--- src/hdl/dmss_pkg.sv ---
// Shared types, constants and glyph ROMs for the dot-matrix status scroller.
// No dependencies; every other file refers to this package by scoped names.
package dmss_pkg;

   // Panel geometry and field widths
   localparam int PANEL_COLUMNS = 16;
   localparam int FLOOR_COLUMNS = 11;
   localparam int COL_W         = 4;
   localparam int DOT_W         = 8;
   localparam int STEP_W        = 6;
   localparam int ARROW_STEP_W  = 4;
   localparam int FLAG_W        = 10;
   localparam int ALARM_W       = 7;

   // Marquee, slide and arrow cycles
   localparam int MSG_SHORT   = 28;
   localparam int MSG_LONG    = 52;
   localparam int CYC_SHORT   = MSG_SHORT + FLOOR_COLUMNS;
   localparam int CYC_LONG    = MSG_LONG + FLOOR_COLUMNS;
   localparam int SLIDE_CYCLE = 9;
   localparam int SLIDE_END   = 8;
   localparam int ARROW_CYCLE = 11;
   localparam int ARROW_SHOWN = 8;

   // Status flag bit positions
   localparam int FLAG_FIRE      = 0;
   localparam int FLAG_STOP      = 1;
   localparam int FLAG_FULL      = 2;
   localparam int FLAG_EMERGENCY = 3;
   localparam int FLAG_AUTO      = 4;
   localparam int FLAG_OVERLOAD  = 5;
   localparam int FLAG_PARKING   = 6;
   localparam int FLAG_SCROLL_EN = 7;
   localparam int FLAG_UP        = 8;
   localparam int FLAG_DOWN      = 9;

   // Request codes
   localparam logic REQ_WRITE = 1'b0;
   localparam logic REQ_TICK  = 1'b1;

   typedef enum logic {
      ST_IDLE,
      ST_TICK
   } seq_state_type;

   typedef enum logic [1:0] {
      FM_HOLD,
      FM_COPY,
      FM_SLIDE,
      FM_MSG
   } floor_mode_type;

   typedef enum logic [1:0] {
      AM_HOLD,
      AM_COPY,
      AM_SHIFT
   } arrow_mode_type;

   // Per-tick decisions handed from the tick state to the column datapath
   typedef struct packed {
      floor_mode_type          floor_mode;
      arrow_mode_type          arrow_mode;
      logic                    up;
      logic                    long_cyc;
      logic [STEP_W-1:0]       step;
      logic [3:0]              slide_sh;
      logic [2:0]              arrow_sh;
      logic [ALARM_W-1:0]      alarm_flags;
   } tick_ctrl_type;

   localparam logic [7:0] ROM_EMG [MSG_SHORT] = '{
      8'h00, 8'h00, 8'h7F, 8'h49, 8'h49, 8'h49, 8'h41, 8'h00,
      8'h7F, 8'h02, 8'h0C, 8'h02, 8'h7F, 8'h00, 8'h3E, 8'h41,
      8'h49, 8'h49, 8'h7A, 8'h00, 8'h00, 8'h00, 8'h00, 8'h00,
      8'h00, 8'h00, 8'h00, 8'h00};

   localparam logic [7:0] ROM_INS [MSG_SHORT] = '{
      8'h00, 8'h00, 8'h00, 8'h41, 8'h7F, 8'h41, 8'h00, 8'h00,
      8'h7F, 8'h04, 8'h08, 8'h10, 8'h7F, 8'h00, 8'h46, 8'h49,
      8'h49, 8'h49, 8'h31, 8'h00, 8'h00, 8'h00, 8'h00, 8'h00,
      8'h00, 8'h00, 8'h00, 8'h00};

   localparam logic [7:0] ROM_FIRE [MSG_SHORT] = '{
      8'h00, 8'h00, 8'h7F, 8'h09, 8'h09, 8'h09, 8'h01, 8'h00,
      8'h00, 8'h41, 8'h7F, 8'h41, 8'h00, 8'h00, 8'h7F, 8'h09,
      8'h19, 8'h29, 8'h46, 8'h00, 8'h7F, 8'h49, 8'h49, 8'h49,
      8'h41, 8'h00, 8'h00, 8'h00};

   localparam logic [7:0] ROM_STOP [MSG_SHORT] = '{
      8'h00, 8'h00, 8'h46, 8'h49, 8'h49, 8'h49, 8'h31, 8'h00,
      8'h01, 8'h01, 8'h7F, 8'h01, 8'h01, 8'h00, 8'h3E, 8'h41,
      8'h41, 8'h41, 8'h3E, 8'h00, 8'h7F, 8'h09, 8'h09, 8'h09,
      8'h06, 8'h00, 8'h00, 8'h00};

   localparam logic [7:0] ROM_FULL [MSG_SHORT] = '{
      8'h00, 8'h00, 8'h7F, 8'h09, 8'h09, 8'h09, 8'h01, 8'h00,
      8'h3F, 8'h40, 8'h40, 8'h40, 8'h3F, 8'h00, 8'h7F, 8'h40,
      8'h40, 8'h40, 8'h40, 8'h00, 8'h7F, 8'h40, 8'h40, 8'h40,
      8'h40, 8'h00, 8'h00, 8'h00};

   localparam logic [7:0] ROM_OVL [MSG_LONG] = '{
      8'h00, 8'h00, 8'h3E, 8'h41, 8'h41, 8'h41, 8'h3E, 8'h00,
      8'h1F, 8'h20, 8'h40, 8'h20, 8'h1F, 8'h00, 8'h7F, 8'h49,
      8'h49, 8'h49, 8'h41, 8'h00, 8'h7F, 8'h09, 8'h19, 8'h29,
      8'h46, 8'h00, 8'h7F, 8'h40, 8'h40, 8'h40, 8'h40, 8'h00,
      8'h3E, 8'h41, 8'h41, 8'h41, 8'h3E, 8'h00, 8'h7E, 8'h11,
      8'h11, 8'h11, 8'h7E, 8'h00, 8'h7F, 8'h41, 8'h41, 8'h22,
      8'h1C, 8'h00, 8'h00, 8'h00};

   localparam logic [7:0] ROM_PARK [MSG_LONG] = '{
      8'h00, 8'h00, 8'h7F, 8'h09, 8'h09, 8'h09, 8'h06, 8'h00,
      8'h7E, 8'h11, 8'h11, 8'h11, 8'h7E, 8'h00, 8'h7F, 8'h09,
      8'h19, 8'h29, 8'h46, 8'h00, 8'h7F, 8'h08, 8'h14, 8'h22,
      8'h41, 8'h00, 8'h00, 8'h41, 8'h7F, 8'h41, 8'h00, 8'h00,
      8'h7F, 8'h04, 8'h08, 8'h10, 8'h7F, 8'h00, 8'h3E, 8'h41,
      8'h49, 8'h49, 8'h7A, 8'h00, 8'h00, 8'h00, 8'h00, 8'h00,
      8'h00, 8'h00, 8'h00, 8'h00};

   // Message column at marquee position pos, picked by alarm priority
   function automatic logic [DOT_W-1:0] message_byte(input logic [STEP_W-1:0]  pos,
                                                     input logic [ALARM_W-1:0] f);
      logic [DOT_W-1:0] b;
      b = '0;
      if (pos < STEP_W'(MSG_SHORT)) begin
         priority if (f[FLAG_EMERGENCY]) b = ROM_EMG[pos[4:0]];
         else if (f[FLAG_PARKING])        b = ROM_PARK[pos];
         else if (!f[FLAG_AUTO])          b = ROM_INS[pos[4:0]];
         else if (f[FLAG_FIRE])           b = ROM_FIRE[pos[4:0]];
         else if (f[FLAG_STOP])           b = ROM_STOP[pos[4:0]];
         else if (f[FLAG_FULL])           b = ROM_FULL[pos[4:0]];
         else if (f[FLAG_OVERLOAD])       b = ROM_OVL[pos];
         else                             b = '0;
      end else if (pos < STEP_W'(MSG_LONG)) begin
         priority if (f[FLAG_PARKING])    b = ROM_PARK[pos];
         else if (f[FLAG_OVERLOAD])       b = ROM_OVL[pos];
         else                             b = '0;
      end
      return b;
   endfunction

endpackage

--- src/hdl/dmss_if.sv ---
// Valid/ready channel interfaces for request and response beats.
// Depends on dmss_pkg for field widths.
interface dmss_req_if;
   logic                         valid;
   logic                         ready;
   logic                         req_type;
   logic [dmss_pkg::COL_W-1:0]   column_index;
   logic [dmss_pkg::DOT_W-1:0]   column_value;
   logic [dmss_pkg::FLAG_W-1:0]  status_flags;
   logic                         floor_changed;

   modport source (output valid, req_type, column_index, column_value, status_flags,
                   floor_changed, input ready);
   modport sink   (input valid, req_type, column_index, column_value, status_flags,
                   floor_changed, output ready);
endinterface

interface dmss_rsp_if;
   logic                         valid;
   logic                         ready;
   logic [dmss_pkg::COL_W-1:0]   frame_column;
   logic [dmss_pkg::DOT_W-1:0]   frame_bits;
   logic                         last;

   modport source (output valid, frame_column, frame_bits, last, input ready);
   modport sink   (input valid, frame_column, frame_bits, last, output ready);
endinterface

--- src/hdl/dot_matrix_status_scroller_top.sv ---
// Dot-matrix status scroller. A write beat stores a glyph column.
// A tick beat emits 16 frame columns through the read stage and the output register,
// one per cycle while the sink does not stall; the next beat is taken once the sweep has drained.
// The column sweep reads the glyph and frame memories and writes each new column back to the frame memory.
// Synchronous active-high reset clears the control state and valid bits; memories read as zero until written.
module dot_matrix_status_scroller_top #(
   parameter int ARROW_COLUMNS = 5
) (
   input  logic        clock,
   input  logic        reset,
   dmss_req_if.sink    req_if,
   dmss_rsp_if.source  rsp_if
);

   dmss_pkg::seq_state_type     state_ff, state_in;
   logic [dmss_pkg::COL_W:0]    issue_col_ff, issue_col_in;
   logic                        p1_vld_ff, p1_vld_in;
   logic [dmss_pkg::COL_W-1:0]  p1_col_ff;
   logic [dmss_pkg::STEP_W-1:0] p1_pos_ff;
   logic                        rsp_vld_ff, rsp_vld_in;
   logic [dmss_pkg::COL_W-1:0]  rsp_col_ff;
   logic [dmss_pkg::DOT_W-1:0]  rsp_bits_ff;
   logic                        rsp_last_ff;

   logic                        req_ready, issue, out_free, consume;
   logic                        req_acc, tick_go, glyph_we;
   logic [dmss_pkg::COL_W-1:0]  issue_addr, glyph_raddr;
   logic [dmss_pkg::STEP_W:0]   pos_sum, pos_cyc;
   logic [dmss_pkg::STEP_W-1:0] issue_pos, msg_len;
   logic [dmss_pkg::DOT_W-1:0]  glyph_rd, frame_rd, col_bits;
   dmss_pkg::tick_ctrl_type     tick_ctrl;

   // handshake decode
   assign req_acc  = req_if.valid && req_ready;
   assign tick_go  = req_acc && (req_if.req_type == dmss_pkg::REQ_TICK);
   assign glyph_we = req_acc && (req_if.req_type == dmss_pkg::REQ_WRITE);
   assign out_free = !rsp_vld_ff || rsp_if.ready;
   assign consume  = p1_vld_ff && out_free;

   // sequencer next state
   always_comb begin
      state_in = state_ff;
      unique case (state_ff)
         dmss_pkg::ST_IDLE: if (tick_go) state_in = dmss_pkg::ST_TICK;
         dmss_pkg::ST_TICK: begin
            if (issue_col_ff == 5'(dmss_pkg::PANEL_COLUMNS) && !p1_vld_ff) begin
               state_in = dmss_pkg::ST_IDLE;
            end
         end
         default:           state_in = dmss_pkg::ST_IDLE;
      endcase
   end

   // sequencer outputs
   always_comb begin
      req_ready = 1'b0;
      issue     = 1'b0;
      unique case (state_ff)
         dmss_pkg::ST_IDLE: req_ready = 1'b1;
         dmss_pkg::ST_TICK: issue = (issue_col_ff != 5'(dmss_pkg::PANEL_COLUMNS))
                                    && (!p1_vld_ff || out_free);
         default:           req_ready = 1'b0;
      endcase
   end

   assign req_if.ready = req_ready;

   // marquee position and glyph address of the column being issued
   assign issue_addr = issue_col_ff[dmss_pkg::COL_W-1:0];
   assign pos_sum    = {1'b0, tick_ctrl.step} + 7'(issue_addr);
   assign pos_cyc    = tick_ctrl.long_cyc ? 7'(dmss_pkg::CYC_LONG) : 7'(dmss_pkg::CYC_SHORT);
   assign issue_pos  = (pos_sum >= pos_cyc) ? 6'(pos_sum - pos_cyc)
                                            : pos_sum[dmss_pkg::STEP_W-1:0];
   assign msg_len    = tick_ctrl.long_cyc ? 6'(dmss_pkg::MSG_LONG) : 6'(dmss_pkg::MSG_SHORT);

   always_comb begin
      glyph_raddr = issue_addr;
      if (tick_ctrl.floor_mode == dmss_pkg::FM_MSG
          && issue_addr < 4'(dmss_pkg::FLOOR_COLUMNS) && issue_pos >= msg_len) begin
         glyph_raddr = 4'(issue_pos - msg_len);
      end
   end

   // pipeline control
   always_comb begin
      issue_col_in = issue_col_ff;
      if (tick_go) begin
         issue_col_in = '0;
      end else if (issue) begin
         issue_col_in = issue_col_ff + 5'd1;
      end
      p1_vld_in = p1_vld_ff;
      if (issue) begin
         p1_vld_in = 1'b1;
      end else if (consume) begin
         p1_vld_in = 1'b0;
      end
      rsp_vld_in = rsp_vld_ff;
      if (consume) begin
         rsp_vld_in = 1'b1;
      end else if (rsp_if.ready) begin
         rsp_vld_in = 1'b0;
      end
   end

   always_ff @(posedge clock) begin
      if (reset) begin
         state_ff     <= dmss_pkg::ST_IDLE;
         issue_col_ff <= '0;
         p1_vld_ff    <= 1'b0;
         rsp_vld_ff   <= 1'b0;
      end else begin
         state_ff     <= state_in;
         issue_col_ff <= issue_col_in;
         p1_vld_ff    <= p1_vld_in;
         rsp_vld_ff   <= rsp_vld_in;
      end
   end

   // read stage tags and output register
   always_ff @(posedge clock) begin
      if (issue) begin
         p1_col_ff <= issue_addr;
         p1_pos_ff <= issue_pos;
      end
      if (consume) begin
         rsp_col_ff  <= p1_col_ff;
         rsp_bits_ff <= col_bits;
         rsp_last_ff <= (p1_col_ff == 4'(dmss_pkg::PANEL_COLUMNS - 1));
      end
   end

   assign rsp_if.valid        = rsp_vld_ff;
   assign rsp_if.frame_column = rsp_col_ff;
   assign rsp_if.frame_bits   = rsp_bits_ff;
   assign rsp_if.last         = rsp_last_ff;

   dmss_tick u_tick (
      .clock         (clock),
      .reset         (reset),
      .tick_go       (tick_go),
      .status_flags  (req_if.status_flags),
      .floor_changed (req_if.floor_changed),
      .ctrl          (tick_ctrl)
   );

   dmss_mem u_glyph_mem (
      .clock   (clock),
      .reset   (reset),
      .wr_en   (glyph_we),
      .wr_addr (req_if.column_index),
      .wr_data (req_if.column_value),
      .rd_en   (issue),
      .rd_addr (glyph_raddr),
      .rd_data (glyph_rd)
   );

   dmss_mem u_frame_mem (
      .clock   (clock),
      .reset   (reset),
      .wr_en   (consume),
      .wr_addr (p1_col_ff),
      .wr_data (col_bits),
      .rd_en   (issue),
      .rd_addr (issue_addr),
      .rd_data (frame_rd)
   );

   dmss_col #(
      .ARROW_COLUMNS (ARROW_COLUMNS)
   ) u_col (
      .col   (p1_col_ff),
      .pos   (p1_pos_ff),
      .ctrl  (tick_ctrl),
      .glyph (glyph_rd),
      .frame (frame_rd),
      .bits  (col_bits)
   );

   // read stage is empty whenever the sequencer is idle
   a_idle_empty: assert property (@(posedge clock) disable iff (reset)
      state_ff == dmss_pkg::ST_IDLE |-> !p1_vld_ff)
      else $error("read stage busy while idle");

   // column in the read stage is the one just before the issue pointer
   a_col_order: assert property (@(posedge clock) disable iff (reset)
      p1_vld_ff |-> issue_col_ff == {1'b0, p1_col_ff} + 5'd1)
      else $error("read stage column out of order");

   // glyph memory is never written during a column sweep
   a_no_write_in_tick: assert property (@(posedge clock) disable iff (reset)
      state_ff == dmss_pkg::ST_TICK |-> !glyph_we)
      else $error("glyph write during tick");

   // an accepted tick starts a sweep from column zero
   a_tick_start: assert property (@(posedge clock) disable iff (reset)
      tick_go |=> state_ff == dmss_pkg::ST_TICK && issue_col_ff == '0)
      else $error("tick did not start sweep");

   // last flag marks exactly the final panel column
   a_last_col: assert property (@(posedge clock) disable iff (reset)
      rsp_vld_ff |-> rsp_last_ff == (rsp_col_ff == 4'(dmss_pkg::PANEL_COLUMNS - 1)))
      else $error("last flag mismatch");

endmodule

--- src/hdl/dmss_mem.sv ---
// 16 x 8 column memory, one write and one registered read port.
// Per-entry valid bits make unwritten entries read as zero. Depends on dmss_pkg.
module dmss_mem (
   input  logic                          clock,
   input  logic                          reset,
   input  logic                          wr_en,
   input  logic [dmss_pkg::COL_W-1:0]    wr_addr,
   input  logic [dmss_pkg::DOT_W-1:0]    wr_data,
   input  logic                          rd_en,
   input  logic [dmss_pkg::COL_W-1:0]    rd_addr,
   output logic [dmss_pkg::DOT_W-1:0]    rd_data
);

   logic [dmss_pkg::DOT_W-1:0]         mem_ff [dmss_pkg::PANEL_COLUMNS];
   logic [dmss_pkg::PANEL_COLUMNS-1:0] vld_ff;
   logic [dmss_pkg::DOT_W-1:0]         rd_data_ff;
   logic                               rd_ok_ff;

   // storage array, no reset
   always_ff @(posedge clock) begin
      if (wr_en) begin
         mem_ff[wr_addr] <= wr_data;
      end
   end

   // valid bits, cleared by reset
   always_ff @(posedge clock) begin
      if (reset) begin
         vld_ff <= '0;
      end else if (wr_en) begin
         vld_ff[wr_addr] <= 1'b1;
      end
   end

   // registered read, holds while rd_en is low
   always_ff @(posedge clock) begin
      if (rd_en) begin
         rd_data_ff <= mem_ff[rd_addr];
         rd_ok_ff   <= vld_ff[rd_addr];
      end
   end

   assign rd_data = rd_ok_ff ? rd_data_ff : '0;

endmodule

--- src/hdl/dmss_tick.sv ---
// Per-tick state: scroll step, slide and marquee flags, arrow step.
// Decides the floor and arrow modes for one tick. Depends on dmss_pkg.
module dmss_tick (
   input  logic                          clock,
   input  logic                          reset,
   input  logic                          tick_go,
   input  logic [dmss_pkg::FLAG_W-1:0]   status_flags,
   input  logic                          floor_changed,
   output dmss_pkg::tick_ctrl_type       ctrl
);

   logic [dmss_pkg::STEP_W-1:0]       scroll_step_ff, scroll_step_in;
   logic                              slide_pend_ff, slide_pend_in;
   logic                              msg_act_ff, msg_act_in;
   logic [dmss_pkg::ARROW_STEP_W-1:0] arrow_step_ff, arrow_step_in;
   dmss_pkg::tick_ctrl_type           ctrl_ff, ctrl_in;

   logic                              short_cyc, alarm, dir_en;
   logic [dmss_pkg::STEP_W-1:0]       s0;
   logic                              sp0;
   logic [dmss_pkg::STEP_W:0]         inc, cyc;
   logic [dmss_pkg::STEP_W:0]         slide_inc;
   logic [dmss_pkg::STEP_W-1:0]       slide_step;
   logic [dmss_pkg::ARROW_STEP_W:0]   arrow_inc;
   logic [dmss_pkg::ARROW_STEP_W-1:0] arrow_nxt;
   dmss_pkg::arrow_mode_type          arrow_mode;
   logic [2:0]                        arrow_sh;

   assign short_cyc = status_flags[dmss_pkg::FLAG_AUTO:dmss_pkg::FLAG_FIRE] != 5'b10000;
   assign alarm     = short_cyc || status_flags[dmss_pkg::FLAG_OVERLOAD]
                      || status_flags[dmss_pkg::FLAG_PARKING];
   assign dir_en    = status_flags[dmss_pkg::FLAG_SCROLL_EN]
                      && (status_flags[dmss_pkg::FLAG_UP] || status_flags[dmss_pkg::FLAG_DOWN]);

   // floor change restarts the slide before anything else
   assign s0  = floor_changed ? '0 : scroll_step_ff;
   assign sp0 = floor_changed || slide_pend_ff;

   // floor area decision
   always_comb begin
      scroll_step_in = s0;
      slide_pend_in  = sp0;
      msg_act_in     = msg_act_ff;
      ctrl_in        = '0;
      inc            = '0;
      cyc            = '0;
      slide_inc      = '0;
      slide_step     = '0;
      ctrl_in.up          = status_flags[dmss_pkg::FLAG_UP];
      ctrl_in.long_cyc    = !short_cyc;
      ctrl_in.alarm_flags = status_flags[dmss_pkg::ALARM_W-1:0];
      ctrl_in.floor_mode  = dmss_pkg::FM_HOLD;
      ctrl_in.arrow_mode  = arrow_mode;
      ctrl_in.arrow_sh    = arrow_sh;

      if (alarm) begin
         cyc = short_cyc ? 7'(dmss_pkg::CYC_SHORT) : 7'(dmss_pkg::CYC_LONG);
         inc = {1'b0, s0} + 7'd1;
         scroll_step_in     = (inc >= cyc) ? 6'(inc - cyc) : inc[dmss_pkg::STEP_W-1:0];
         msg_act_in         = 1'b1;
         ctrl_in.floor_mode = dmss_pkg::FM_MSG;
      end else begin
         // marquee just ended: show the plain glyph
         if (msg_act_ff) begin
            slide_pend_in      = 1'b0;
            scroll_step_in     = '0;
            msg_act_in         = 1'b0;
            ctrl_in.floor_mode = dmss_pkg::FM_COPY;
         end
         if (slide_pend_in) begin
            if (dir_en) begin
               slide_inc  = {1'b0, scroll_step_in} + 7'd1;
               slide_step = (slide_inc >= 7'(dmss_pkg::SLIDE_CYCLE))
                            ? 6'(slide_inc - 7'(dmss_pkg::SLIDE_CYCLE))
                            : slide_inc[dmss_pkg::STEP_W-1:0];
               scroll_step_in     = slide_step;
               ctrl_in.floor_mode = dmss_pkg::FM_SLIDE;
               ctrl_in.slide_sh   = 4'(dmss_pkg::SLIDE_END) - slide_step[3:0];
               if (slide_step == 6'(dmss_pkg::SLIDE_END)) begin
                  slide_pend_in = 1'b0;
               end
            end else begin
               slide_pend_in      = 1'b0;
               scroll_step_in     = '0;
               ctrl_in.floor_mode = dmss_pkg::FM_COPY;
            end
         end
      end
      ctrl_in.step = scroll_step_in;
   end

   // arrow decision
   always_comb begin
      arrow_inc     = {1'b0, arrow_step_ff} + 5'd1;
      arrow_nxt     = (arrow_inc >= 5'(dmss_pkg::ARROW_CYCLE))
                      ? 4'(arrow_inc - 5'(dmss_pkg::ARROW_CYCLE))
                      : arrow_inc[dmss_pkg::ARROW_STEP_W-1:0];
      arrow_step_in = '0;
      arrow_mode    = dmss_pkg::AM_COPY;
      arrow_sh      = '0;
      if (dir_en) begin
         arrow_step_in = arrow_nxt;
         if (arrow_nxt < 4'(dmss_pkg::ARROW_SHOWN)) begin
            arrow_mode = dmss_pkg::AM_SHIFT;
            arrow_sh   = 3'(dmss_pkg::ARROW_SHOWN - 1) - arrow_nxt[2:0];
         end else begin
            arrow_mode = dmss_pkg::AM_HOLD;
         end
      end
   end

   // tick state registers
   always_ff @(posedge clock) begin
      if (reset) begin
         scroll_step_ff <= '0;
         slide_pend_ff  <= 1'b0;
         msg_act_ff     <= 1'b0;
         arrow_step_ff  <= '0;
      end else if (tick_go) begin
         scroll_step_ff <= scroll_step_in;
         slide_pend_ff  <= slide_pend_in;
         msg_act_ff     <= msg_act_in;
         arrow_step_ff  <= arrow_step_in;
      end
   end

   // decisions held for the column sweep
   always_ff @(posedge clock) begin
      if (tick_go) begin
         ctrl_ff <= ctrl_in;
      end
   end

   assign ctrl = ctrl_ff;

endmodule

--- src/hdl/dmss_col.sv ---
// Column datapath: new frame column from glyph, old frame and tick decisions.
// Depends on dmss_pkg for modes, widths and the message ROMs.
module dmss_col #(
   parameter int ARROW_COLUMNS = 5
) (
   input  logic [dmss_pkg::COL_W-1:0]    col,
   input  logic [dmss_pkg::STEP_W-1:0]   pos,
   input  dmss_pkg::tick_ctrl_type       ctrl,
   input  logic [dmss_pkg::DOT_W-1:0]    glyph,
   input  logic [dmss_pkg::DOT_W-1:0]    frame,
   output logic [dmss_pkg::DOT_W-1:0]    bits
);

   localparam int ARROW_END = dmss_pkg::FLOOR_COLUMNS + ARROW_COLUMNS;

   logic [dmss_pkg::STEP_W-1:0] msg_len;
   logic                        is_floor, is_arrow;

   assign msg_len  = ctrl.long_cyc ? 6'(dmss_pkg::MSG_LONG) : 6'(dmss_pkg::MSG_SHORT);
   assign is_floor = col < 4'(dmss_pkg::FLOOR_COLUMNS);
   assign is_arrow = {1'b0, col} < 5'(ARROW_END);

   always_comb begin
      bits = frame;
      if (is_floor) begin
         unique case (ctrl.floor_mode)
            dmss_pkg::FM_HOLD:  bits = frame;
            dmss_pkg::FM_COPY:  bits = glyph;
            // one new dot row per tick slides in from the top or bottom
            dmss_pkg::FM_SLIDE: bits = ctrl.up ? ((frame >> 1) | (glyph << ctrl.slide_sh))
                                               : ((frame << 1) | (glyph >> ctrl.slide_sh));
            dmss_pkg::FM_MSG:   bits = (pos < msg_len)
                                       ? dmss_pkg::message_byte(pos, ctrl.alarm_flags)
                                       : glyph;
            default:            bits = frame;
         endcase
      end else if (is_arrow) begin
         unique case (ctrl.arrow_mode)
            dmss_pkg::AM_HOLD:  bits = frame;
            dmss_pkg::AM_COPY:  bits = glyph;
            dmss_pkg::AM_SHIFT: bits = ctrl.up ? (glyph << ctrl.arrow_sh)
                                               : (glyph >> ctrl.arrow_sh);
            default:            bits = frame;
         endcase
      end
   end

endmodule
--- src/flat_wrapper.sv ---
// flat-port wrapper written by rule: the top's interface ports become plain ports
module dot_matrix_status_scroller_top_flat 
#(
   parameter int ARROW_COLUMNS = 5
)
  (clock, reset, req_if_valid, req_if_req_type, req_if_column_index, req_if_column_value, req_if_status_flags, req_if_floor_changed, req_if_ready, rsp_if_valid, rsp_if_frame_column, rsp_if_frame_bits, rsp_if_last, rsp_if_ready);
  dmss_req_if req_if_i ();
  dmss_rsp_if rsp_if_i ();
  input  logic clock;
  input  logic reset;
  input wire logic [$bits(req_if_i.valid)-1:0] req_if_valid;
  input wire logic [$bits(req_if_i.req_type)-1:0] req_if_req_type;
  input wire logic [$bits(req_if_i.column_index)-1:0] req_if_column_index;
  input wire logic [$bits(req_if_i.column_value)-1:0] req_if_column_value;
  input wire logic [$bits(req_if_i.status_flags)-1:0] req_if_status_flags;
  input wire logic [$bits(req_if_i.floor_changed)-1:0] req_if_floor_changed;
  output wire logic [$bits(req_if_i.ready)-1:0] req_if_ready;
  output wire logic [$bits(rsp_if_i.valid)-1:0] rsp_if_valid;
  output wire logic [$bits(rsp_if_i.frame_column)-1:0] rsp_if_frame_column;
  output wire logic [$bits(rsp_if_i.frame_bits)-1:0] rsp_if_frame_bits;
  output wire logic [$bits(rsp_if_i.last)-1:0] rsp_if_last;
  input wire logic [$bits(rsp_if_i.ready)-1:0] rsp_if_ready;
  assign req_if_i.valid = req_if_valid;
  assign req_if_i.req_type = req_if_req_type;
  assign req_if_i.column_index = req_if_column_index;
  assign req_if_i.column_value = req_if_column_value;
  assign req_if_i.status_flags = req_if_status_flags;
  assign req_if_i.floor_changed = req_if_floor_changed;
  assign req_if_ready = req_if_i.ready;
  assign rsp_if_valid = rsp_if_i.valid;
  assign rsp_if_frame_column = rsp_if_i.frame_column;
  assign rsp_if_frame_bits = rsp_if_i.frame_bits;
  assign rsp_if_last = rsp_if_i.last;
  assign rsp_if_i.ready = rsp_if_ready;
  dot_matrix_status_scroller_top #(.ARROW_COLUMNS(ARROW_COLUMNS)) u_core (.clock(clock), .reset(reset), .req_if(req_if_i), .rsp_if(rsp_if_i));
endmodule
--- config.mk ---
export PLATFORM = sky130hd
export DESIGN_NAME = dot_matrix_status_scroller_top_flat
export DESIGN_NICKNAME = d
export VERILOG_FILES = /design/src/hdl/dmss_pkg.sv /design/src/hdl/dmss_if.sv /design/src/hdl/dot_matrix_status_scroller_top.sv /design/src/hdl/dmss_mem.sv /design/src/hdl/dmss_tick.sv /design/src/hdl/dmss_col.sv /design/src/flat_wrapper.sv
export SDC_FILE = /design/constraint.sdc
export NUM_CORES = 1
export LEC_CHECK = 0
export ABC_CLOCK_PERIOD_IN_PS = 8700
export BUFFER_PORTS_ARGS = -buffer_cell sky130_fd_sc_hd__buf_2
export CAP_MARGIN = 25
export CORE_MARGIN = 8
export CORE_UTILIZATION = 66
export CTS_CLUSTER_DIAMETER = 200
export DETAILED_ROUTE_END_ITERATION = 6
export GPL_TIMING_DRIVEN = 0
export PLACE_DENSITY = 0.83
export SYNTH_ARGS = -nofsm -noshare
export SYNTH_HDL_FRONTEND = slang
export SYNTH_SLANG_ARGS = --single-unit
--- constraint.sdc ---
create_clock -name clock -period 8.7 [get_ports clock]
set_input_delay 1.305 -clock clock [delete_from_list [all_inputs] [get_ports clock]]
set_output_delay 1.305 -clock clock [all_outputs]
set_load 0.01 [all_outputs]
# == Word level (Yosys, flattened, before mapping) ==
# Memories as Yosys holds them, arrays and structs flattened. A register that Yosys moved wholly into a read port is not among the register bits.
# Cells that the tools add are included.
# Widths: inputs -> output; s select.
# word_totals
register_bits,103
ramBits,256
out_inout_bits,15
mem_bits_ro,2304
latch_bits,0
in_bits,28
wordCells,194
mem_count,9
# memory_table
memory,depth,width,read_ports,rd_clocked_by_memory_dff,wr,line_no,rtl
(name not given),64,8,1,0,0,dmss_pkg.sv:135,else if (f[FLAG_OVERLOAD]) b = ROM_OVL[pos];
(name not given),64,8,1,0,0,dmss_pkg.sv:134,priority if (f[FLAG_PARKING]) b = ROM_PARK[pos];
(name not given),32,8,1,0,0,dmss_pkg.sv:130,else if (f[FLAG_FULL]) b = ROM_FULL[pos[4:0]];
(name not given),32,8,1,0,0,dmss_pkg.sv:129,else if (f[FLAG_STOP]) b = ROM_STOP[pos[4:0]];
(name not given),32,8,1,0,0,dmss_pkg.sv:128,else if (f[FLAG_FIRE]) b = ROM_FIRE[pos[4:0]];
(name not given),32,8,1,0,0,dmss_pkg.sv:127,else if (!f[FLAG_AUTO]) b = ROM_INS[pos[4:0]];
+3 memories,-,-,-,-,-,-,
# classes
n_shift,4
eq_ne,10
div_mod_pow,0
n_mux,79
n_addsub,12
n_reduce_logical,26
n_lt_le_gt_ge,19
n_bitwise,10
multipliers,0
# op_table
operator,count
$mux 8,30
$mux 6,10
$or 16x16->16,2
$pmux 8 s4,1
$mux 1,24
$lt 4x5->1 const B,4
$pmux 8 s2,1
$add 6x1->7 const B,2
$ge 7x6->1,2
$lt 4x4->1 const B,3
$mux 4,3
$sub 6x6->6,2
$logic_and 1x1->1,11
$mux 5,2
$ne 5x5->1 const B,2
$bmux 1 s4,2
$demux 1 s4,2
$ge 4x1->1 const B,2
$or 7x8->8,1
$or 8x8->8,1
$shl 8x3->8,1
$shl 8x4->8,1
$shr 8x3->8,1
$shr 8x4->8,1
33 further kinds,49

# == Logic depth before layout (Yosys ltp) ==
# Gate-level depths: netlist of run 1.
# depth
word_depth,15
ltp_mapped,24
ltp_nobuf,22

# == Cells and area by module ==
# Synthesis of run 1 repeated with hierarchy kept, for this count alone.
# unflattened
cells_unflattened,1626
area_unflattened_um2,20053.0
# by_module_without_submodules
module,seq_area_each_um2,instances,area_each_um2,cells_each
dmss_mem,4434.3,2,5972.0,305
dmss_col,0.0,1,4021.4,624
dmss_tick,1021.0,1,2446.1,256
dot_matrix_status_scroller_top,850.8,1,1641.6,136

# == Least setup slack after synthesis of run 1 ==
# Ideal clock, no wire load.
# synth_path
path_type,register -> register
start,register u_core.issue_col_ff[0] (netlist bit)
end,"register u_core.u_glyph_mem.rd_data_ff[0] (netlist bit), read port of u_core.u_glyph_mem.mem_ff, data pin"
required_time_ns,8.435
setup_slack_ns,3.256
setup_time_ns,0.265
period_less_slack_ns,5.444
stages_incl_launch_ff,24
t_arrival_ns,5.179
path_buffers,2
path_cell_list,dfxtp_1 ha_1 inv_1 fa_1 nand2b_1 a21o_1 xnor2_1 ha_1 a21o_1 or2_4 a21oi_2 o21ai_0 fa_1 a41oi_1 o41ai_4 o41ai_1 a21oi_2 mux2i_2 buf_6 buf_4 mux2i_1 nand2_1 a22oi_1 nand3_1
# synth_between
elab_chain_cells,6
elab_cells_between_ends,13
cone_classes,add/sub (3); order compare (3); eq/ne (1); mux (3); reduce/logical (3)
# synth_rtl
item,line_no,rtl
"start, declared",dot_matrix_status_scroller_top.sv:16,"logic [dmss_pkg::COL_W:0] issue_col_ff, issue_col_in;"
"start signal, assigned",dot_matrix_status_scroller_top.sv:114,issue_col_ff <= issue_col_in;
$add 6x4->7 *,dot_matrix_status_scroller_top.sv:70,"assign pos_sum = {1'b0, tick_ctrl.step} + 7'(issue_addr);"
$sub 6x6->6 or $ge 7x6->1 (tied branches),dot_matrix_status_scroller_top.sv:72,assign issue_pos = (pos_sum >= pos_cyc) ? 6'(pos_sum - pos_cyc)
$mux 6 *,dot_matrix_status_scroller_top.sv:72,
"via u_core.issue_pos, one bit",dot_matrix_status_scroller_top.sv:29,"logic [dmss_pkg::STEP_W-1:0] issue_pos, msg_len;"
$ge 6x6->1,dot_matrix_status_scroller_top.sv:79,&& issue_addr < 4'(dmss_pkg::FLOOR_COLUMNS) && issue_pos >= msg_len) begin
$logic_and 1x1->1,dot_matrix_status_scroller_top.sv:79,
$mux 4 *,dot_matrix_status_scroller_top.sv:78,if (tick_ctrl.floor_mode == dmss_pkg::FM_MSG
"end, declared",dmss_mem.sv:16,logic [dmss_pkg::DOT_W-1:0] rd_data_ff;
# Mark *: on every way through the listed nets, which the timed path passes. The rest lies on a longest branch.
# A chain may end at the register's enable or synchronous reset.

# == Worst setup path after layout of run 1 ==
# layout_path
start,register u_core.issue_col_ff[0] (netlist bit)
end,"register u_core.u_glyph_mem.rd_data_ff[1] (netlist bit), read port of u_core.u_glyph_mem.mem_ff, data pin"
# The elaborated chain is that of the path after synthesis.

==> impl_metrics.tcl, run 1 <==
set metrics [dict create \
    ant_nets 0 \
    die_height_um 187 \
    slew_headroom 0.240 \
    pin_count 43 \
    hold_buffers 0 \
    vias 15400 \
    maxClockFrequency_mhz 144 \
    worstSetupStartpointType "register" \
    drt_pass1_iterations 7 \
    drive_gt1_frac 0.123 \
    drc 6 \
    crit_arrival_ns 7.18 \
    cts_tree "built" \
    core-area_um2 28900 \
    io_buffers 42 \
    violations "DRC" \
    clock_skew_ns 0.0415 \
    grt_pass1_wl_um 87200 \
    cap_violations 0 \
    p_sw_mw 1.10 \
    yosysSeqAreaShare 0.553 \
    multi_input_area_um2 8100 \
    regArea_um2 10700 \
    synth_top_area_frac 0.500 \
    grt_pass1_vias 15000 \
    rows 62 \
    yosysUniqueCellTypes 88 \
    syn_avg_cell_area_um2 11.5 \
    drt_iter0_markers 2331 \
    ys.warnings.count 0 \
    synth_nets 1753 \
    grt-ovfl-total 0 \
    synthTopCellsByCount "edfxtp_1, nor2_1, a21oi_1" \
    slowest_delay_ns 0.52 \
    syn_inst 1688 \
    total_leakage_power_nw 7.57 \
    fin_crit_ns 6.95 \
    crit_path_end_kind "register" \
    p_seq_frac 0.482 \
    htree_levels 2 \
    power_switching_share 0.261 \
    cts_buffers 37 \
    rsz0062_at_grt "false" \
    instances_no_fill 2200 \
    start_util 0.673 \
    fin_total_pwr_mw 4.20 \
    grt_antenna_before_repair 0 \
    synth_edf_count 323 \
    final_max_slew_viol_count 0 \
    place_area_um2 20200 \
    power_frac_clock 0.377 \
    p_per_area_nw_per_um2 195 \
    clock-sinks 375 \
    stdcell_area_um2 21500 \
    yosysTopAreaCell "edfxtp_1" \
    worstPathMaxFanout 10 \
    clockBufferDepth 3 \
    wl_per_cell_um 26.2 \
    syn_area_um2 19400 \
    yosysMostFrequentCell "edfxtp_1" \
    peakVddDrop_uv 206 \
    power_frac_comb 0.141 \
    whs_path_depth 2 \
    grt_max_degree 36 \
    gp_congestion 0.992 \
    n_fill_cell 1810 \
    fp.dieW_um 187 \
    clockRootBuffer "clkbuf_16" \
    layout.nets 1852 \
    critical-path-slowest-cell "dfxtp_1" \
    clk_latency_ns 0.54 \
    clkTransAtPathRegs_ns 0.06 \
    finalSetupViolCount 0 \
    hold_path.class "register to register" \
    cp_num_buf_inv 3 \
    final_core_util 0.745 \
    tightest_slew_ns 1.13 \
    dieArea_um2 35200 \
    via_per_inst 7.02 \
    power.internal_mw 3.11 \
    finalSetupTns_ns 0 \
    dp_hpwl_um 39700 \
    required_ns 8.93 \
    postRouteWirelength_um 57600 \
    async_flop_share 0 \
    dp_cells 2126 \
    path_delay_family "compound AO/OA/AOI/OAI gates" \
    synth.area.top_cells "edfxtp_1, mux4_2, dfxtp_1, nor2_1, mux2i_1" \
    ys.flop_type "edfxtp_1" \
    track_usage 0.317 \
    postCtsResizedCells 0 \
    cts_setup_buffers 0 \
    fin_crit_sh 0.799 \
    finalHoldViolCount 0 \
    syn_to_final_growth_pct 10.8 \
    cp_num_cells 23 \
    path_class "register to register" \
    crit_chain "ha_1 > inv_1 > fa_1 > nand2b_1 > a21o_1 > xnor2_1 > ha_1 > o2111a_2 > o21ai_1 > o31ai_1 > xor2_1 > fa_1 > a41oi_1 > o41ai_4 > o41ai_1 > a21oi_2 > nand2_1 > o21a_1 > clkbuf_1 > clkbuf_1 > nand2_1 > a22oi_1 > nand3_1" \
    ys_seq_elements 375 \
    rr_worst_depth 23 \
    status "finished, violations left" \
]
==> flip-flops by register name, indices dropped and copies added (netlist names), 5 cells and up <==
name	cells
u_core.u_glyph_mem.mem_ff	128
u_core.u_frame_mem.mem_ff	128
u_core.u_tick.scroll_step_ff	6
u_core.u_frame_mem.vld_ff	16
u_core.rsp_if.frame_bits	8
u_core.u_tick.ctrl	26
u_core.p1_pos_ff	6
u_core.issue_col_ff	5
u_core.u_glyph_mem.rd_data_ff	8
u_core.u_glyph_mem.vld_ff	16
u_core.u_frame_mem.rd_data_ff	8
==> worst reg2reg max path, cell delays in order, from the launching register on <==
cell	delay [ns]
dfxtp_1	0.52
ha_1	0.28
inv_1	0.07
fa_1	0.43
nand2b_1	0.19
a21o_1	0.21
xnor2_1	0.15
ha_1	0.36
o2111a_2	0.28
o21ai_1	0.10
o31ai_1	0.43
xor2_1	0.24
fa_1	0.50
a41oi_1	0.28
o41ai_4	0.15
o41ai_1	0.38
a21oi_2	0.12
nand2_1	0.11
o21a_1	0.21
clkbuf_1	0.44
clkbuf_1	0.52
nand2_1	0.17
a22oi_1	0.32
nand3_1	0.22
==> final timing paths <==
check | from | end | slack [ns]
setup / recovery | u_core.issue_col_ff[0]$_SDFFE_PP0P_ | u_core.u_glyph_mem.rd_data_ff[1]$_DFFE_PP_ | 1.75
hold / removal | u_core.u_glyph_mem.vld_ff[12]$_SDFFE_PP0P_ | u_core.u_glyph_mem.vld_ff[12]$_SDFFE_PP0P_ | 0.47
setup reg to reg | u_core.issue_col_ff[0]$_SDFFE_PP0P_ | u_core.u_glyph_mem.rd_data_ff[1]$_DFFE_PP_ | 1.75
hold reg to reg | u_core.u_glyph_mem.vld_ff[12]$_SDFFE_PP0P_ | u_core.u_glyph_mem.vld_ff[12]$_SDFFE_PP0P_ | 0.47
==> metal layers <==
metal  share of wire  track usage  up-vias
li1                -            -     6632
met1            0.36        0.406     7344
met2            0.47        0.515     1202
met3            0.12       0.0668      261
met4           0.053        0.148        0
met5               0            0        -
==> layout make-up <==
type,count,share of cell area
Inverter,38,0.00663
Antenna cell,1,0.000116
Sequential cell,375,0.499
Tap cell,384,0.0223
Buffer,111,0.0216
Clock buffer,45,0.0459
Timing Repair Buffer,60,0.0173
Multi-Input combinational cell,1164,0.377
Clock inverter,22,0.0101
==> logic make-up (layout without fill, tap and decap cells) <==
group           Yosys count  count (layout)  synth area share
xor+xnor                 29              29            0.0135
mux                     132             132             0.100
other cells               0               1                 0
flops                   375             375             0.553
fa+ha+maj                37              37            0.0246
compound gates          436             436             0.150
buf+inv                 149             276            0.0313
simple gates            530             530             0.127
==> power groups by stage <==
stage	clock, mW	combinational [mW]	sequential [mW]
after floorplan	0	0.375	2.05
after global placement	0	0.543	2.06
after detailed placement	0	0.560	2.06
after CTS	1.58	0.570	2.02
after global routing	1.65	0.625	2.03
final	1.58	0.593	2.03
==> cells in the final DEF, fill, tap and decap left out, drive strengths merged, types with 8 or more instances in the layout <==
cell type	n
edfxtp	323
nor2	206
clkbuf	132
a21oi	124
nand2	120
o21ai	88
buf	84
mux2i	69
dfxtp	52
mux4	48
nor3	41
inv	39
ha	35
nand3	33
a211oi	31
nand2b	29
nor2b	27
o211ai	18
a22oi	18
xor2	17
clkinv	17
a31oi	16
o31ai	15
mux2	15
and2	14
or3	13
a221oi	13
a21o	12
xnor2	12
a211o	10
nor4	8
nand4	8
a21boi	8
==> metrics by stage <==
| stage | hold slack [ns] | setup slack, ns |
|---|---|---|
| 6_report | 0.472 | 1.75 |
| 3_3_place_gp | 0.445 | 2.14 |
| 4_1_cts | 0.472 | 1.85 |
| 3_5_place_dp | 0.454 | 1.91 |
| 2_1_floorplan | 0.433 | 3.26 |
| 5_1_grt | 0.490 | 1.43 |
Power figures use the tool's default switching activity.
==> run 2, diff against run 1 <==
--- a/config.mk
+++ b/config.mk
@@ -5,15 +5,15 @@
 export SDC_FILE = /design/constraint.sdc
 export NUM_CORES = 1
 export LEC_CHECK = 0
-export ABC_CLOCK_PERIOD_IN_PS = 8700
+export ABC_CLOCK_PERIOD_IN_PS = 6900
 export BUFFER_PORTS_ARGS = -buffer_cell sky130_fd_sc_hd__buf_2
 export CAP_MARGIN = 25
 export CORE_MARGIN = 8
-export CORE_UTILIZATION = 66
+export CORE_UTILIZATION = 63
 export CTS_CLUSTER_DIAMETER = 200
 export DETAILED_ROUTE_END_ITERATION = 6
 export GPL_TIMING_DRIVEN = 0
-export PLACE_DENSITY = 0.83
+export PLACE_DENSITY = 0.8
 export SYNTH_ARGS = -nofsm -noshare
 export SYNTH_HDL_FRONTEND = slang
 export SYNTH_SLANG_ARGS = --single-unit
==> constraint.sdc (replaced) <==
create_clock -name clock -period 6.9 [get_ports clock]
set_input_delay 1.035 -clock clock [delete_from_list [all_inputs] [get_ports clock]]
set_output_delay 1.035 -clock clock [all_outputs]
set_load 0.01 [all_outputs]
==> run 2 against run 1 <==
  * The run now ends clean
  * Register-to-register slack worse by 1.4 ns
  * Global-route usage down 1.6 points
  * Clock skew decreased by 0.011 ns
  * First-iteration DRC count shrank 27%
  * Largest power group unchanged
==> impl_metrics.tcl, run 2 (same netlist as run 1, synthesis figures left out) <==
set metrics [dict create \
    status "completed" \
    clk_latency_ns 0.55 \
    vias 15100 \
    grt_pass1_vias 14500 \
    worstSetupStartpointType "register" \
    grt-ovfl-total 0 \
    die_height_um 192 \
    layout.nets 1849 \
    diodes 0 \
    final_common_cell "edfxtp_1" \
    finalSetupTns_ns 0 \
    regArea_um2 10700 \
    finalHoldViolCount 0 \
    final_core_util 0.707 \
    cap_violations 0 \
    power_switching_share 0.263 \
    p_per_area_nw_per_um2 245 \
    final_cell_mix "edfxtp_1, nor2_1, a21oi_1, nand2_1, clkbuf_1" \
    required_ns 7.12 \
    power_frac_comb 0.141 \
    finalSetupViolCount 0 \
    fin_crit_sh 0.942 \
    tightest_slew_ns 1.05 \
    startpoint "u_core.issue_col_ff[0]$_SDFFE_PP0P_" \
    r2r-start "u_core.issue_col_ff[0]$_SDFFE_PP0P_" \
    grt_util_met2 0.495 \
    peakVddDrop_uv 256 \
    fin_total_pwr_mw 5.26 \
    clockBufferDepth 3 \
    fin_crit_ns 6.50 \
    grt_max_degree 26 \
    pin_count 43 \
    grt_pass1_wl_um 84500 \
    path_class "register to register" \
    n_fill_cell 2141 \
    drc 0 \
    worstHoldStart "u_core.u_frame_mem.vld_ff[11]$_SDFFE_PP0P_" \
    grt_antenna_before_repair 1 \
    track_usage 0.302 \
    met1_usage 0.392 \
    clock_skew_ns 0.0309 \
    core-area_um2 30400 \
    worstPathMaxFanout 10 \
    syn_to_final_growth_pct 10.8 \
    p_seq_frac 0.485 \
    crit_arrival_ns 6.72 \
    maxClockFrequency_mhz 154 \
    multi_input_area_um2 8140 \
    drt_pass1_iterations 5 \
    final_max_slew_viol_count 0 \
    via_per_inst 6.83 \
    power_frac_clock 0.374 \
    cts_buffers 38 \
    cts_tree "built" \
    drt_iter0_markers 1712 \
    dp_hpwl_um 39000 \
    clock-sinks 375 \
    ant_nets 0 \
    drive_gt1_frac 0.127 \
    hold_buffers 0 \
    dieArea_um2 36700 \
    power.internal_mw 3.88 \
    grt.busiest_layer "met2" \
    p_sw_mw 1.38 \
    slew_headroom 0.296 \
    hold_path.class "register to register" \
    gp_congestion 1.02 \
    wl_per_cell_um 25.2 \
    postRouteWirelength_um 55700 \
    io_buffers 42 \
    rows 64 \
    fp.dieW_um 192 \
    use_met3 0.0600 \
    clkTransAtPathRegs_ns 0.06 \
    start_util 0.638 \
    total_leakage_power_nw 7.56 \
    dp_cells 2137 \
    clockRootBuffer "clkbuf_16" \
    rsz0062_at_grt "false" \
    instances_no_fill 2208 \
    htree_levels 2 \
    crit_path_end_kind "register" \
]
[run 2: cell count changes in the layout (fill, tap and decap cells not counted), moves of 2 or more]
| cell | change |
|---|---|
| buf_4 | +2 |
| buf_6 | -4 |
| inv_6 | -2 |
| clkinv_2 | +3 |
| nor3_1 | -2 |
| clkinv_1 | -4 |
| clkbuf_2 | +2 |
| clkinv_4 | +2 |
| clkbuf_1 | +2 |
| nor3_2 | +2 |
| buf_2 | -2 |
[run 2: critical path: stages (launching register included)]
cell and delay (ns):
dfxtp_2 0.44, ha_1 0.25, inv_1 0.07, fa_1 0.42
nand2b_1 0.19, a21o_1 0.22, xnor2_1 0.20, ha_1 0.32
a21o_1 0.27, or2_4 0.27, a21oi_2 0.27, o21ai_0 0.24
fa_1 0.47, a41oi_1 0.28, o41ai_4 0.16, o41ai_2 0.24
a21oi_2 0.12, mux2i_4 0.33, buf_6 0.22, buf_4 0.27
mux2i_1 0.32, nand2_1 0.11, a22oi_1 0.24, nand3_1 0.23
[run 2: cell type report]
cell class / instances / area share
clock inverters: 20 / 0.00913
plain buffers: 111 / 0.0217
flip-flops and latches: 375 / 0.499
multi-input cells: 1164 / 0.378
repair buffers: 56 / 0.0160
well taps: 396 / 0.0230
clock buffers: 48 / 0.0459
inverters: 38 / 0.00663
[run 2: power groups by stage]
stage | logic, mW | registers (mW) | clock network [mW]
2_1_floorplan | 0.473 | 2.59 | 0
3_3_place_gp | 0.691 | 2.60 | 0
3_5_place_dp | 0.709 | 2.60 | 0
4_1_cts | 0.716 | 2.55 | 1.98
5_1_grt | 0.785 | 2.55 | 2.06
6_report | 0.739 | 2.55 | 1.97
[run 2: per-stage QoR]
step	hold slack, ns	instance area (um^2)	setup slack [ns]
2_1_floorplan	0.433	19400	1.46
3_3_place_gp	0.445	20100	0.156
3_5_place_dp	0.455	20300	0.201
4_1_cts	0.471	21500	0.135
5_1_grt	0.487	21500	0.0663
6_report	0.465	21500	0.400
[run 2: path summary, 6_finish.rpt]
check                                               endpoint  slack, ns  cells past startpoint
setup reg to reg  u_core.u_glyph_mem.rd_data_ff[7]$_DFFE_PP_       0.40                     23
setup / recovery  u_core.u_glyph_mem.rd_data_ff[7]$_DFFE_PP_       0.40                     23
hold / removal    u_core.u_frame_mem.vld_ff[11]$_SDFFE_PP0P_       0.47                      2
hold reg to reg   u_core.u_frame_mem.vld_ff[11]$_SDFFE_PP0P_       0.47                      2
[run 2: timing repair]
item / 4_1_cts / 5_1_grt
endpoints found under the hold margin: 0 / 0
resized for setup: 0 / 9
buffers inserted: 0 / 0
setup endpoints to repair: 0 / 9
[run 2: per-layer routing]
| layer | share of wire | up-vias |
|---|---|---|
| li1 | - | 6626 |
| met1 | 0.38 | 7241 |
| met2 | 0.48 | 1002 |
| met3 | 0.099 | 206 |
| met4 | 0.041 | 2 |
| met5 | 0.00018 | - |
